==> config.mk <==
export PLATFORM = sky130hd
export DESIGN_NAME = echo_thickness_detector
export DESIGN_NICKNAME = d
export VERILOG_FILES = /design/src/etd_pkg.sv /design/src/etd_front.sv /design/src/etd_queue.sv /design/src/etd_back.sv /design/src/echo_thickness_detector.sv
export SDC_FILE = /design/constraint.sdc
export NUM_CORES = 1
export LEC_CHECK = 0
export ABC_AREA = 0
export ABC_CLOCK_PERIOD_IN_PS = 10000
export CORE_ASPECT_RATIO = 0.7
export CORE_MARGIN = 2
export CORE_UTILIZATION = 66
export CTS_BUF_LIST = sky130_fd_sc_hd__clkbuf_16
export CTS_CLUSTER_DIAMETER = 100
export DETAILED_ROUTE_END_ITERATION = 12
export DONT_BUFFER_PORTS = 1
export PLACE_DENSITY = 0.82
export SYNTH_ARGS = -nofsm -noshare
export SYNTH_HDL_FRONTEND = slang
export SYNTH_SLANG_ARGS = --single-unit
export TNS_END_PERCENT = 10
==> constraint.sdc <==
create_clock -name i_clk -period 10 [get_ports i_clk]
set_input_delay 1.5 -clock i_clk [delete_from_list [all_inputs] [get_ports i_clk]]
set_output_delay 1.5 -clock i_clk [all_outputs]
set_load 0.01 [all_outputs]
==> src/etd_pkg.sv <==
// etd_pkg: shared types, field widths, register map and status codes
// for the echo thickness detector. No dependencies.

package etd_pkg;

    // Field widths
    localparam int SAMPLE_BITS = 16;
    localparam int THR_W       = 16;
    localparam int GATE_W      = 14;
    localparam int SPEED_W     = 16;
    localparam int MODE_W      = 2;
    localparam int STATUS_W    = 3;
    localparam int COUNT_W     = 15;
    localparam int PROD_W      = COUNT_W + SPEED_W;
    localparam int THICK_W     = 36;

    localparam logic [COUNT_W-1:0] COUNT_MAX = '1;
    localparam int THICK_SCALE = 25;

    // Default record capacity and result queue depth
    localparam int RECORD_CAPACITY = 16384;
    localparam int QUEUE_DEPTH     = 4;

    // Measurement modes
    localparam logic [MODE_W-1:0] MODE_CROSSING = 2'd1;
    localparam logic [MODE_W-1:0] MODE_GATES    = 2'd2;

    // Result status codes
    localparam logic [STATUS_W-1:0] ST_OK            = 3'd0;
    localparam logic [STATUS_W-1:0] ST_NO_THRESHOLD  = 3'd1;
    localparam logic [STATUS_W-1:0] ST_NO_CROSSING   = 3'd2;
    localparam logic [STATUS_W-1:0] ST_GATE_EMPTY    = 3'd3;
    localparam logic [STATUS_W-1:0] ST_GATE_REVERSED = 3'd4;

    // Register map
    localparam int CFG_IDX_W  = 3;
    localparam int CFG_DATA_W = 16;
    localparam logic [CFG_IDX_W-1:0] CFG_MODE       = 3'd0;
    localparam logic [CFG_IDX_W-1:0] CFG_THRESHOLD  = 3'd1;
    localparam logic [CFG_IDX_W-1:0] CFG_G1_START   = 3'd2;
    localparam logic [CFG_IDX_W-1:0] CFG_G1_END     = 3'd3;
    localparam logic [CFG_IDX_W-1:0] CFG_G2_START   = 3'd4;
    localparam logic [CFG_IDX_W-1:0] CFG_G2_END     = 3'd5;
    localparam logic [CFG_IDX_W-1:0] CFG_PROBE_OFFS = 3'd6;
    localparam logic [CFG_IDX_W-1:0] CFG_SPEED      = 3'd7;

    // Register reset values
    localparam logic [MODE_W-1:0]       RST_MODE       = MODE_CROSSING;
    localparam logic signed [THR_W-1:0] RST_THRESHOLD  = 16'sd600;
    localparam logic [GATE_W-1:0]       RST_G1_START   = 14'd20;
    localparam logic [GATE_W-1:0]       RST_G1_END     = 14'd120;
    localparam logic [GATE_W-1:0]       RST_G2_START   = 14'd140;
    localparam logic [GATE_W-1:0]       RST_G2_END     = 14'd240;
    localparam logic [GATE_W-1:0]       RST_PROBE_OFFS = 14'd400;
    localparam logic [SPEED_W-1:0]      RST_SPEED      = 16'd3200;

    // Input beat
    typedef struct packed {
        logic signed [SAMPLE_BITS-1:0] sample;
        logic                          record_end;
    } t_in;

    // Output beat
    typedef struct packed {
        logic [STATUS_W-1:0] status;
        logic [COUNT_W-1:0]  sample_count;
        logic [THICK_W-1:0]  thickness;
    } t_out;

    // Configuration register file
    typedef struct packed {
        logic [MODE_W-1:0]       mode_select;
        logic signed [THR_W-1:0] crossing_threshold;
        logic [GATE_W-1:0]       gate_one_start;
        logic [GATE_W-1:0]       gate_one_end;
        logic [GATE_W-1:0]       gate_two_start;
        logic [GATE_W-1:0]       gate_two_end;
        logic [GATE_W-1:0]       probe_offset;
        logic [SPEED_W-1:0]      sound_speed;
    } t_cfg;

    // Classified record result handed from front to back
    typedef struct packed {
        logic [STATUS_W-1:0] status;
        logic [COUNT_W-1:0]  count;
    } t_job;

    // Queue status flags
    typedef struct packed {
        logic full;
        logic empty;
    } t_q_status;

    // Zero-crossing search phase
    typedef enum logic [2:0] {
        PH_SEEK  = 3'b001,
        PH_CROSS = 3'b010,
        PH_FOUND = 3'b100
    } t_phase;

endpackage

==> src/etd_front.sv <==
// etd_front: per-sample search front end. Tracks the zero-crossing search and
// both gate peaks, and classifies each record at its end. Uses etd_pkg.

module etd_front #(
    parameter int RECORD_CAPACITY = etd_pkg::RECORD_CAPACITY
) (
    input  logic          i_clk,
    input  logic          i_rst_n,
    input  logic          i_take,
    input  etd_pkg::t_in  i_item,
    input  etd_pkg::t_cfg i_cfg,
    output logic          o_push,
    output etd_pkg::t_job o_job
);

    localparam int POS_W = $clog2(RECORD_CAPACITY);
    localparam int CMP_W = ((POS_W > etd_pkg::GATE_W) ? POS_W : etd_pkg::GATE_W) + 1;
    localparam logic [POS_W:0] CAP = (POS_W + 1)'(RECORD_CAPACITY);

    // Record state
    logic [POS_W-1:0]                       r_pos, a_pos, n_pos;
    logic                                   r_sat, a_sat, n_sat;
    etd_pkg::t_phase                        r_phase, a_phase, n_phase;
    logic                                   r_ref_sign, a_ref_sign, n_ref_sign;
    logic [POS_W-1:0]                       r_cross_pos, a_cross_pos, n_cross_pos;
    logic signed [etd_pkg::SAMPLE_BITS-1:0] r_peak1, a_peak1, n_peak1;
    logic [POS_W-1:0]                       r_p1_pos, a_p1_pos, n_p1_pos;
    logic                                   r_seen1, a_seen1, n_seen1;
    logic signed [etd_pkg::SAMPLE_BITS-1:0] r_peak2, a_peak2, n_peak2;
    logic [POS_W-1:0]                       r_p2_pos, a_p2_pos, n_p2_pos;
    logic                                   r_seen2, a_seen2, n_seen2;

    logic             sign;
    logic [CMP_W-1:0] pos_ext;
    logic             in_gate1, in_gate2;
    logic [CMP_W-1:0] cross_sum, gate_diff, raw_count;

    assign sign     = ~i_item.sample[etd_pkg::SAMPLE_BITS-1];
    assign pos_ext  = CMP_W'(r_pos);
    assign in_gate1 = (pos_ext >= CMP_W'(i_cfg.gate_one_start)) &&
                      (pos_ext <= CMP_W'(i_cfg.gate_one_end));
    assign in_gate2 = (pos_ext >= CMP_W'(i_cfg.gate_two_start)) &&
                      (pos_ext <= CMP_W'(i_cfg.gate_two_end));

    // Apply the accepted sample to the searches
    always_comb begin
        a_pos       = r_pos;
        a_sat       = r_sat;
        a_phase     = r_phase;
        a_ref_sign  = r_ref_sign;
        a_cross_pos = r_cross_pos;
        a_peak1     = r_peak1;
        a_p1_pos    = r_p1_pos;
        a_seen1     = r_seen1;
        a_peak2     = r_peak2;
        a_p2_pos    = r_p2_pos;
        a_seen2     = r_seen2;
        if (i_take && !r_sat) begin
            unique case (r_phase)
                etd_pkg::PH_SEEK: begin
                    if (i_item.sample >= i_cfg.crossing_threshold) begin
                        a_phase    = etd_pkg::PH_CROSS;
                        a_ref_sign = sign;
                    end
                end
                etd_pkg::PH_CROSS: begin
                    if (sign != r_ref_sign) begin
                        a_cross_pos = r_pos;
                        a_phase     = etd_pkg::PH_FOUND;
                    end
                end
                default: begin
                    a_phase = r_phase;
                end
            endcase
            if (in_gate1 && (!r_seen1 || (i_item.sample > r_peak1))) begin
                a_peak1  = i_item.sample;
                a_p1_pos = r_pos;
                a_seen1  = 1'b1;
            end
            if (in_gate2 && (!r_seen2 || (i_item.sample > r_peak2))) begin
                a_peak2  = i_item.sample;
                a_p2_pos = r_pos;
                a_seen2  = 1'b1;
            end
            if (({1'b0, r_pos} + 1'b1) >= CAP) begin
                a_sat = 1'b1;
            end else begin
                a_pos = r_pos + 1'b1;
            end
        end
    end

    // Classify the record on its final beat
    assign cross_sum = CMP_W'(a_cross_pos) + CMP_W'(i_cfg.probe_offset);
    assign gate_diff = CMP_W'(a_p2_pos) - CMP_W'(a_p1_pos);

    always_comb begin
        o_push       = 1'b0;
        o_job.status = etd_pkg::ST_OK;
        raw_count    = '0;
        case (i_cfg.mode_select)
            etd_pkg::MODE_CROSSING: begin
                o_push = i_take && i_item.record_end;
                if (a_phase == etd_pkg::PH_SEEK) begin
                    o_job.status = etd_pkg::ST_NO_THRESHOLD;
                end else if (a_phase == etd_pkg::PH_CROSS) begin
                    o_job.status = etd_pkg::ST_NO_CROSSING;
                end else begin
                    raw_count = cross_sum;
                end
            end
            etd_pkg::MODE_GATES: begin
                o_push = i_take && i_item.record_end;
                if (!a_seen1 || !a_seen2) begin
                    o_job.status = etd_pkg::ST_GATE_EMPTY;
                end else if (a_p2_pos < a_p1_pos) begin
                    o_job.status = etd_pkg::ST_GATE_REVERSED;
                end else begin
                    raw_count = gate_diff;
                end
            end
            default: begin
                o_push = 1'b0;
            end
        endcase
        if (raw_count > CMP_W'(etd_pkg::COUNT_MAX)) begin
            o_job.count = etd_pkg::COUNT_MAX;
        end else begin
            o_job.count = raw_count[etd_pkg::COUNT_W-1:0];
        end
    end

    // Drop the record state after its final beat
    always_comb begin
        if (i_take && i_item.record_end) begin
            n_pos       = '0;
            n_sat       = 1'b0;
            n_phase     = etd_pkg::PH_SEEK;
            n_ref_sign  = 1'b0;
            n_cross_pos = '0;
            n_peak1     = '0;
            n_p1_pos    = '0;
            n_seen1     = 1'b0;
            n_peak2     = '0;
            n_p2_pos    = '0;
            n_seen2     = 1'b0;
        end else begin
            n_pos       = a_pos;
            n_sat       = a_sat;
            n_phase     = a_phase;
            n_ref_sign  = a_ref_sign;
            n_cross_pos = a_cross_pos;
            n_peak1     = a_peak1;
            n_p1_pos    = a_p1_pos;
            n_seen1     = a_seen1;
            n_peak2     = a_peak2;
            n_p2_pos    = a_p2_pos;
            n_seen2     = a_seen2;
        end
    end

    // Control state
    always_ff @(posedge i_clk) begin
        if (!i_rst_n) begin
            r_pos      <= '0;
            r_sat      <= 1'b0;
            r_phase    <= etd_pkg::PH_SEEK;
            r_ref_sign <= 1'b0;
            r_seen1    <= 1'b0;
            r_seen2    <= 1'b0;
        end else begin
            r_pos      <= n_pos;
            r_sat      <= n_sat;
            r_phase    <= n_phase;
            r_ref_sign <= n_ref_sign;
            r_seen1    <= n_seen1;
            r_seen2    <= n_seen2;
        end
    end

    // Peak and crossing payload, qualified by phase and seen flags
    always_ff @(posedge i_clk) begin
        r_cross_pos <= n_cross_pos;
        r_peak1     <= n_peak1;
        r_p1_pos    <= n_p1_pos;
        r_peak2     <= n_peak2;
        r_p2_pos    <= n_p2_pos;
    end

endmodule

==> src/etd_queue.sv <==
// etd_queue: short FIFO of classified record results between the front
// and back ends. Uses etd_pkg.

module etd_queue (
    input  logic               i_clk,
    input  logic               i_rst_n,
    input  logic               i_push,
    input  etd_pkg::t_job      i_job,
    input  logic               i_pop,
    output etd_pkg::t_job      o_head,
    output etd_pkg::t_q_status o_status
);

    localparam int DEPTH = etd_pkg::QUEUE_DEPTH;
    localparam int PTR_W = $clog2(DEPTH);
    localparam int CNT_W = $clog2(DEPTH + 1);

    etd_pkg::t_job    r_mem [DEPTH];
    logic [PTR_W-1:0] r_wr_ptr, r_rd_ptr;
    logic [CNT_W-1:0] r_fill;

    assign o_head          = r_mem[r_rd_ptr];
    assign o_status.full   = (r_fill == CNT_W'(DEPTH));
    assign o_status.empty  = (r_fill == '0);

    // Write entry at tail
    always_ff @(posedge i_clk) begin
        if (i_push) begin
            r_mem[r_wr_ptr] <= i_job;
        end
    end

    // Advance pointers and fill level
    always_ff @(posedge i_clk) begin
        if (!i_rst_n) begin
            r_wr_ptr <= '0;
            r_rd_ptr <= '0;
            r_fill   <= '0;
        end else begin
            if (i_push) begin
                r_wr_ptr <= (r_wr_ptr == PTR_W'(DEPTH - 1)) ? '0 : r_wr_ptr + 1'b1;
            end
            if (i_pop) begin
                r_rd_ptr <= (r_rd_ptr == PTR_W'(DEPTH - 1)) ? '0 : r_rd_ptr + 1'b1;
            end
            if (i_push && !i_pop) begin
                r_fill <= r_fill + 1'b1;
            end else if (i_pop && !i_push) begin
                r_fill <= r_fill - 1'b1;
            end
        end
    end

endmodule

==> src/etd_back.sv <==
// etd_back: thickness scaling back end. Multiplies count by sound speed,
// then by the fixed scale, into the output register. Uses etd_pkg.

module etd_back (
    input  logic                           i_clk,
    input  logic                           i_rst_n,
    input  etd_pkg::t_job                  i_head,
    input  etd_pkg::t_q_status             i_q_status,
    input  logic [etd_pkg::SPEED_W-1:0]    i_speed,
    input  logic                           i_stall,
    output logic                           o_pop,
    output logic                           o_valid,
    output etd_pkg::t_out                  o_data
);

    logic                           r_s1_valid;
    logic [etd_pkg::STATUS_W-1:0]   r_s1_status;
    logic [etd_pkg::COUNT_W-1:0]    r_s1_count;
    logic [etd_pkg::PROD_W-1:0]     r_s1_prod;
    logic                           r_out_valid;
    etd_pkg::t_out                  r_out;
    logic                           out_free, s1_free;

    assign out_free = !r_out_valid || !i_stall;
    assign s1_free  = !r_s1_valid || out_free;
    assign o_pop    = !i_q_status.empty && s1_free;
    assign o_valid  = r_out_valid;
    assign o_data   = r_out;

    // Advance stage valids
    always_ff @(posedge i_clk) begin
        if (!i_rst_n) begin
            r_s1_valid  <= 1'b0;
            r_out_valid <= 1'b0;
        end else begin
            if (s1_free) begin
                r_s1_valid <= !i_q_status.empty;
            end
            if (out_free) begin
                r_out_valid <= r_s1_valid;
            end
        end
    end

    // Stage one: count times speed
    always_ff @(posedge i_clk) begin
        if (o_pop) begin
            r_s1_status <= i_head.status;
            r_s1_count  <= i_head.count;
            r_s1_prod   <= etd_pkg::PROD_W'(i_head.count) * etd_pkg::PROD_W'(i_speed);
        end
    end

    // Stage two: apply the fixed scale into the output register
    always_ff @(posedge i_clk) begin
        if (out_free && r_s1_valid) begin
            r_out.status       <= r_s1_status;
            r_out.sample_count <= r_s1_count;
            r_out.thickness    <= etd_pkg::THICK_W'(r_s1_prod) *
                                  etd_pkg::THICK_W'(etd_pkg::THICK_SCALE);
        end
    end

endmodule

==> src/echo_thickness_detector.sv <==
// echo_thickness_detector: top level. Holds the register file and joins the
// front end, result queue and back end. Uses etd_pkg, etd_front, etd_queue, etd_back.
//
//   channel  direction  handshake                   beat
//   in       sink       i_in_valid / o_in_stall     t_in  (sample, record_end)
//   out      source     o_out_valid / i_out_stall   t_out (status, count, thickness)
//   cfg      sink       i_cfg_valid / o_cfg_ready   index + data
//
// One sample beat per cycle while o_in_stall is low. A result reaches the output register
// through the queue write, which shares the edge of the record_end beat, then the speed
// multiply, then the scale multiply into the output register.
// o_in_stall rises only when the four-entry result queue is full.
// Synchronous active-low reset loads register defaults and empties the pipeline.
// Configuration writes are always ready.

module echo_thickness_detector #(
    parameter int RECORD_CAPACITY = etd_pkg::RECORD_CAPACITY
) (
    input  logic                              i_clk,
    input  logic                              i_rst_n,
    input  logic                              i_in_valid,
    input  etd_pkg::t_in                      i_in_data,
    output logic                              o_in_stall,
    output logic                              o_out_valid,
    output etd_pkg::t_out                     o_out_data,
    input  logic                              i_out_stall,
    input  logic                              i_cfg_valid,
    output logic                              o_cfg_ready,
    input  logic [etd_pkg::CFG_IDX_W-1:0]     i_cfg_index,
    input  logic [etd_pkg::CFG_DATA_W-1:0]    i_cfg_data
);

    etd_pkg::t_cfg      r_cfg;
    etd_pkg::t_job      w_job, w_head;
    etd_pkg::t_q_status w_q_status;
    logic               w_take, w_push, w_pop;

    assign o_cfg_ready = 1'b1;
    assign o_in_stall  = w_q_status.full;
    assign w_take      = i_in_valid && !w_q_status.full;

    // Register file
    always_ff @(posedge i_clk) begin
        if (!i_rst_n) begin
            r_cfg.mode_select        <= etd_pkg::RST_MODE;
            r_cfg.crossing_threshold <= etd_pkg::RST_THRESHOLD;
            r_cfg.gate_one_start     <= etd_pkg::RST_G1_START;
            r_cfg.gate_one_end       <= etd_pkg::RST_G1_END;
            r_cfg.gate_two_start     <= etd_pkg::RST_G2_START;
            r_cfg.gate_two_end       <= etd_pkg::RST_G2_END;
            r_cfg.probe_offset       <= etd_pkg::RST_PROBE_OFFS;
            r_cfg.sound_speed        <= etd_pkg::RST_SPEED;
        end else if (i_cfg_valid) begin
            unique case (i_cfg_index)
                etd_pkg::CFG_MODE: begin
                    r_cfg.mode_select <= i_cfg_data[etd_pkg::MODE_W-1:0];
                end
                etd_pkg::CFG_THRESHOLD: begin
                    r_cfg.crossing_threshold <= i_cfg_data[etd_pkg::THR_W-1:0];
                end
                etd_pkg::CFG_G1_START: begin
                    r_cfg.gate_one_start <= i_cfg_data[etd_pkg::GATE_W-1:0];
                end
                etd_pkg::CFG_G1_END: begin
                    r_cfg.gate_one_end <= i_cfg_data[etd_pkg::GATE_W-1:0];
                end
                etd_pkg::CFG_G2_START: begin
                    r_cfg.gate_two_start <= i_cfg_data[etd_pkg::GATE_W-1:0];
                end
                etd_pkg::CFG_G2_END: begin
                    r_cfg.gate_two_end <= i_cfg_data[etd_pkg::GATE_W-1:0];
                end
                etd_pkg::CFG_PROBE_OFFS: begin
                    r_cfg.probe_offset <= i_cfg_data[etd_pkg::GATE_W-1:0];
                end
                etd_pkg::CFG_SPEED: begin
                    r_cfg.sound_speed <= i_cfg_data[etd_pkg::SPEED_W-1:0];
                end
                default: begin
                    r_cfg <= r_cfg;
                end
            endcase
        end
    end

    etd_front #(
        .RECORD_CAPACITY(RECORD_CAPACITY)
    ) u_front (
        .i_clk   (i_clk),
        .i_rst_n (i_rst_n),
        .i_take  (w_take),
        .i_item  (i_in_data),
        .i_cfg   (r_cfg),
        .o_push  (w_push),
        .o_job   (w_job)
    );

    etd_queue u_queue (
        .i_clk    (i_clk),
        .i_rst_n  (i_rst_n),
        .i_push   (w_push),
        .i_job    (w_job),
        .i_pop    (w_pop),
        .o_head   (w_head),
        .o_status (w_q_status)
    );

    etd_back u_back (
        .i_clk      (i_clk),
        .i_rst_n    (i_rst_n),
        .i_head     (w_head),
        .i_q_status (w_q_status),
        .i_speed    (r_cfg.sound_speed),
        .i_stall    (i_out_stall),
        .o_pop      (w_pop),
        .o_valid    (o_out_valid),
        .o_data     (o_out_data)
    );

    // The front never writes a full queue
    assert property (@(posedge i_clk) disable iff (!i_rst_n)
        !(w_push && w_q_status.full))
        else $error("result written into full queue");

    // The back never reads an empty queue
    assert property (@(posedge i_clk) disable iff (!i_rst_n)
        w_pop |-> !w_q_status.empty)
        else $error("result read from empty queue");

    // An error result carries no count and no thickness
    assert property (@(posedge i_clk) disable iff (!i_rst_n)
        (o_out_valid && (o_out_data.status != etd_pkg::ST_OK)) |->
        ((o_out_data.sample_count == '0) && (o_out_data.thickness == '0)))
        else $error("error result with nonzero count");

    // Reset empties the output stage
    assert property (@(posedge i_clk)
        !i_rst_n |=> !o_out_valid)
        else $error("output valid after reset");

endmodule

# Word level (Yosys, flattened, before mapping)
# Memories as Yosys holds them, arrays and structs flattened. A register that Yosys moved wholly into a read port is not among the register bits.
# Cells that the tools add are included.
# W data, S select, Z words.
# op_classes
add_sub_neg	8
mul	2
magnitude_cmp	10
eq_ne	17
n_mux	35
bitwise_logic	3
reduce_logical	46
# op_table
op	n
$mux W14	7
$mux W15	5
$mul A31 B5 Y36 const B	1
$gt A16 B16 Y1	2
$mul A15 B16 Y31	1
$pmux W15 S2	1
$ge A14 B14 Y1	2
$le A14 B14 Y1	2
$mux W3	8
$reduce_and A2 Y1	12
$ge A16 B16 Y1	1
$add A14 B1 Y15 const B	1
$add A14 B14 Y15	1
$eq A3 B3 Y1 const B	5
$ge A15 B15 Y1 const B	1
$gt A15 B15 Y1 const B	1
$sub A14 B14 Y15	1
$add A14 B1 Y14 const B	1
$lt A14 B14 Y1	1
$eq A3 B2 Y1 const B	4
$logic_not A1 Y1	12
$pmux W3 S2	2
$logic_and A1 B1 Y1	11
$mux W2	5
14 further kinds	33
# totals
regBits	311
mem_bits_rw	72
output_inout_bits	57
memories	1
# mem_list
name	depth	word_bits	read_ports	rd_clocked_by_memory_dff	write_ports	line_no	text
u_queue.r_mem	4	18	1	1	1	etd_queue.sv:18	etd_pkg::t_job r_mem [DEPTH];

# Depth between registers and ports, before layout
# depth
word_depth	11
mapped_depth	27
depth_no_buf	25

# Hierarchy
# Synthesis repeated with hierarchy kept, for this count alone.
# unflattened
cells_unflattened	2954
hier_area_um2	29861.1
# by_module_without_submodules
mod	n_inst	cells_per_inst	area_each_um2
etd_back	1	1460	14522.7
etd_front	1	974	8171.6
echo_thickness_detector	1	382	4070.2
etd_queue	1	138	3096.7

# Worst setup path before layout
# No wires, ideal clock.
# synth_timing
kind	register to register
startpoint	register (tool-made name)
endpoint	register u_back.r_s1_prod[30] (netlist name), data pin
setup_time_ns	0.260
arrival_time_ns	7.406
path_slack_ns	2.334
stages_incl_launch_ff	26
path_cell_list	dfxtp_1 -> clkbuf_1 -> clkbuf_1 -> mux4_2 -> buf_1 -> nand2_1 -> fa_1 -> inv_1 -> fa_1 -> fa_1 -> inv_1 -> fa_1 -> fa_1 -> inv_1 -> fa_1 -> ha_1 -> a21o_1 -> a21oi_1 -> o211ai_1 -> a2111oi_0 -> o31ai_1 -> a211oi_1 -> o21ba_2 -> o21ai_0 -> a21oi_1 -> xnor2_1
# synth_rtl
item	line_no	text
to (signal assigned)	etd_back.sv:50	r_s1_prod <= etd_pkg::PROD_W'(i_head.count) * etd_pkg::PROD_W'(i_speed);
to (decl)	etd_back.sv:19	logic [etd_pkg::PROD_W-1:0] r_s1_prod;

==> metrics list <==
- In this run the deepest clock path goes through 3 buffers.
* Synth Net Count: approximately 3600
- Post-synthesis cell type count: roughly 90
- Setup repair after global routing missed its margin: no
* Final layout net count: about 3500
- After the first detailed-routing iteration, the DRC count stood at around 2200.
- The repair_antennas step left the layout with diodes totalling 0.
- Measured on the finished design, the core utilization comes to 0.718.
* Number of nets with antenna violations after detailed routing: 0
- Clock buffer count from CTS: 40
- Total leakage power: roughly 14 nW
- After synthesis, the share of flip-flops with an asynchronous set or reset is 0.
* Vertical die dimension: between 150 and 200 um
- The setup path with the least slack is of type register to register.
* Run status: finished, final reports clean
- Total Wirelength: ~72000 um
* Combinational group share of total power: 0.640
- Kind of start point of the critical path: register
- The largest single stage delay on the critical path is about 0.81 ns.
* Initial antenna violation count: 0
- Most repeated library cell on the critical path: sky130_fd_sc_hd__fa_1
- Initial core utilization: 0.674
- Max-cap violations: 0
- Summing all non-filler instances in the final layout gives an area of slightly above 30000 um^2.
- At the end of routability-driven placement, the weighted congestion stood at between 0.9 and 1.
- For this run, the top clock speed supported by timing is between 100 and 150 MHz.
* Switching portion of total power: 0.446
* Sequential area share after synthesis: 0.329
* Total negative slack for setup checks: 0 ns
- DRC Markers: 0
- The first global-routing pass estimated about 110000 um of wire.
- Worst hold path class: register to register
- Summed over all nets, the switching power comes to about 5.2 mW.
- In this run the standard cell core region covers approximately 43000 um^2.
* Via count of the first global-routing pass: between 20000 and 25000
- For the worst-skew pair, the clock arrives at the later sink with an insertion delay of roughly 0.57 ns.
* Pin count of the biggest net entering global routing: around 120
- Across every metal layer, demand over resource in global routing totals 0.326.
- DIE WIDTH: between 200 and 300 um
- Placement-stage cell area: about 29000 um^2
- The clock net in this run drives a total of 385 sinks.
- TritonCTS built the clock tree.
- Worst Max-Slew Pin Slew: between 1 and 1.5 ns
- Floorplan die area: between 40000 and 50000 um^2
* Post-CTS resize count: 0
* Pwr Density: 383 nW/um^2
- Share of the clock period used by the worst path: 0.820
* Required arrival time at the worst endpoint: 10.31 ns
- The max-slew violation total from the final report came to 0.
- Across the routed clock network, the largest skew measured is 0.0279 ns.
* # Post-CTS Setup Buffers: 0
* H-tree lvl count: 2
* Clock network power share: 0.135
- Peak supply drop: about 0.32 mV
- During synthesis, Yosys emitted a total of 0 warnings.
- Netlist area before placement: between 20000 and 30000 um^2
* Per-cell via count in the routed design: ~6.0
- Number of hold-repair buffers added at the cts stage: 0
- For this design the top-level I/O count stands at between 90 and 100.
- Highest-delay cell along the critical path: sky130_fd_sc_hd__dfxtp_1
- Detailed-route wire length per cell: 20.3 um
- Of the cells placed in the final design, the portion with a size suffix greater than 1 is 0.0494.
- Most used flip-flop cell after synthesis: sky130_fd_sc_hd__dfxtp_1
* Synth-to-layout area growth: 6.47%
- Flop and latch count out of synthesis: about 390
* Largest fanout of any net on the critical path: 17
- Data arrival time of the critical path: ~8.5 ns
* Number of search-and-repair iterations in the first detailed-routing pass: 6
- Sort of element at the end of the critical path: register
- Mean cell area of the mapped netlist: 9.64 um^2
- After global routing the overflow that remains totals 0.
- Tmin final: 8.20 ns
* CTS root buf: sky130_fd_sc_hd__clkbuf_16
- Relative slew slack: 0.160
- Cell internal power was estimated by the tool at between 6 and 7 mW.
- Setup violations remaining at the end of the flow were counted as 0.
* Number of placement rows: 63
- Clock-pin slew was measured on the worst setup and hold paths at approximately 0.060 ns.
- In the synthesized netlist, the number of instances is around 3000.
* Worst-path cell chain: buf_4, mux4_2, and2_1, fa_1, fa_1, fa_1, inv_1, fa_1, fa_1, inv_1, fa_1, ha_1, a21o_1, a21oi_1, o211ai_1, a2111oi_0, o31ai_1, a211oi_1, o21ba_2, o21ai_0, a21oi_1, xnor2_1
- Flop pwr share: 0.225
- EDFF count, synth: about 180
* Total via count after detailed routing: between 20000 and 25000
- After legalization and detailed placement, the total HPWL measured 53600 um.
- The count of buffers added on input and output ports is 0.
* Final Hold Violating Endpoints: 0
==> flip-flops by register name, summed over array words and instances (netlist names), 15 cells and up, named ones only <==
signal,cells
u_back.r_s1_prod,31
u_front.r_peak1,16
r_cfg,104
u_front.r_peak2,16
u_back.o_data,54
u_back.r_s1_count,15
u_queue.r_mem,72
==> placed cells by master, fill, tap and decap left out, drive strengths merged, types with 23 or more instances in the layout <==
cell type	Yosys	layout
a21boi	89	89
a21o	37	37
a21oi	144	144
and2	129	129
clkbuf	80	42
dfxtp	210	210
edfxtp	175	175
fa	209	209
ha	327	327
inv	440	451
nand2	501	501
nand3	42	42
nand4	25	25
nor2	88	88
nor2b	27	27
nor3	27	27
o211ai	30	30
o21ai	55	55
o21bai	23	23
xnor2	68	68
xor2	26	26
==> Yosys cell counts (7+ instances only) <==
cell type / number / area [um^2]
sky130_fd_sc_hd__mux4_2: 18 / 405
sky130_fd_sc_hd__nor2b_1: 27 / 169
sky130_fd_sc_hd__o211ai_1: 28 / 210
sky130_fd_sc_hd__or3_1: 8 / 50.1
sky130_fd_sc_hd__mux2i_1: 13 / 130
sky130_fd_sc_hd__ha_1: 327 / 4090
sky130_fd_sc_hd__dfxtp_1: 210 / 4200
sky130_fd_sc_hd__fa_1: 209 / 4180
sky130_fd_sc_hd__nand2_1: 500 / 1880
sky130_fd_sc_hd__a21oi_1: 144 / 721
sky130_fd_sc_hd__and3_1: 11 / 68.8
sky130_fd_sc_hd__a31oi_1: 10 / 62.6
sky130_fd_sc_hd__nor3_1: 27 / 135
sky130_fd_sc_hd__o21a_1: 16 / 120
sky130_fd_sc_hd__nand4_1: 24 / 150
sky130_fd_sc_hd__clkbuf_1: 80 / 300
sky130_fd_sc_hd__nor2_1: 87 / 327
sky130_fd_sc_hd__xor2_1: 26 / 228
sky130_fd_sc_hd__a21boi_0: 87 / 653
sky130_fd_sc_hd__a21o_1: 36 / 270
sky130_fd_sc_hd__buf_1: 11 / 41.3
sky130_fd_sc_hd__nand2b_1: 15 / 93.8
sky130_fd_sc_hd__o31ai_1: 7 / 52.6
sky130_fd_sc_hd__xnor2_1: 68 / 596
sky130_fd_sc_hd__o22ai_1: 7 / 43.8
sky130_fd_sc_hd__and2_1: 129 / 807
sky130_fd_sc_hd__a211oi_1: 16 / 120
sky130_fd_sc_hd__inv_1: 440 / 1650
sky130_fd_sc_hd__o21ai_0: 50 / 250
sky130_fd_sc_hd__o21bai_1: 23 / 173
sky130_fd_sc_hd__edfxtp_1: 175 / 5260
sky130_fd_sc_hd__nand3_1: 42 / 210
sky130_fd_sc_hd__mux2_2: 11 / 124
==> stage by stage <==
step                      hold WS, ns  setup WS (ns)  total power [mW]  cells
after floorplan                 0.400           2.33              8.34   2985
after global placement          0.411           1.97              9.63   3490
after detailed placement        0.405           1.82              10.0   3490
after CTS                       0.422           1.81              11.7   3563
after global routing            0.428           1.25              12.7   3563
final                           0.420           1.80              11.7   3563
==> per-layer routing <==
layer,part of all wire,track usage,wire (um),vias to the layer above
met2,0.44,0.504,31700,1016
met5,0,0,0,-
met1,0.44,0.472,31500,10500
li1,-,-,-,9831
met3,0.10,0.0679,7500,138
met4,0.022,0.0846,1560,0
==> final timing paths <==
kind	from	to	slack [ns]	cells after the start
min	u_back.r_s1_status[0]$_DFFE_PP_	u_back.o_data[51]$_DFFE_PP_	0.42	0
max reg2reg	register	u_back.r_s1_prod[30]$_DFFE_PP_	1.80	22
min reg2reg	u_back.r_s1_status[0]$_DFFE_PP_	u_back.o_data[51]$_DFFE_PP_	0.42	0
max	register	u_back.r_s1_prod[30]$_DFFE_PP_	1.80	22
==> power groups by stage <==
stage | Clock, mW | Sequential, mW | Combinational (mW)
finish | 1.58 | 2.64 | 7.50
global route | 1.65 | 2.67 | 8.39
CTS | 1.60 | 2.64 | 7.45
detailed placement | 0 | 2.67 | 7.34
global placement | 0 | 2.66 | 6.97
floorplan | 0 | 2.58 | 5.75
==> worst max-delay path: cells and delay by family, from the launching register on <==
family                   cells  cell delay [ns]
adder cells (fa/ha/maj)      7             3.36
AO/OA/AOI/OAI                9             2.30
flip-flops                   1             0.81
multiplexers                 1             0.71
buffers and inverters        3             0.42
AND/OR/NAND/NOR              1             0.25
XOR/XNOR                     1             0.08
==> area by class of cell <==
type | instances | area [um^2]
Clock buffer | 42 | 1050
Clock inverter | 31 | 323
Fill cell | 2903 | 12000
Inverter | 440 | 1650
Multi-Input combinational cell | 2064 | 17300
Sequential cell | 385 | 9460
Tap cell | 585 | 732
Timing Repair Buffer | 16 | 120
==> kinds of logic (layout without fill, tap and decap cells) <==
group | count (synthesis) | after routing | share of synthesized area
AOI/OAI and AO/OA | 486 | 486 | 0.114
adders and majority gates | 539 | 539 | 0.289
muxes | 45 | 45 | 0.0247
other | 1 | 1 | 0.000130
and+or+nand+nor | 899 | 899 | 0.143
xor gates and xnor gates | 94 | 94 | 0.0286
DFF | 385 | 385 | 0.329
buffers and inverters | 536 | 529 | 0.0710
Note: power is estimated with default switching activity, not from simulation.
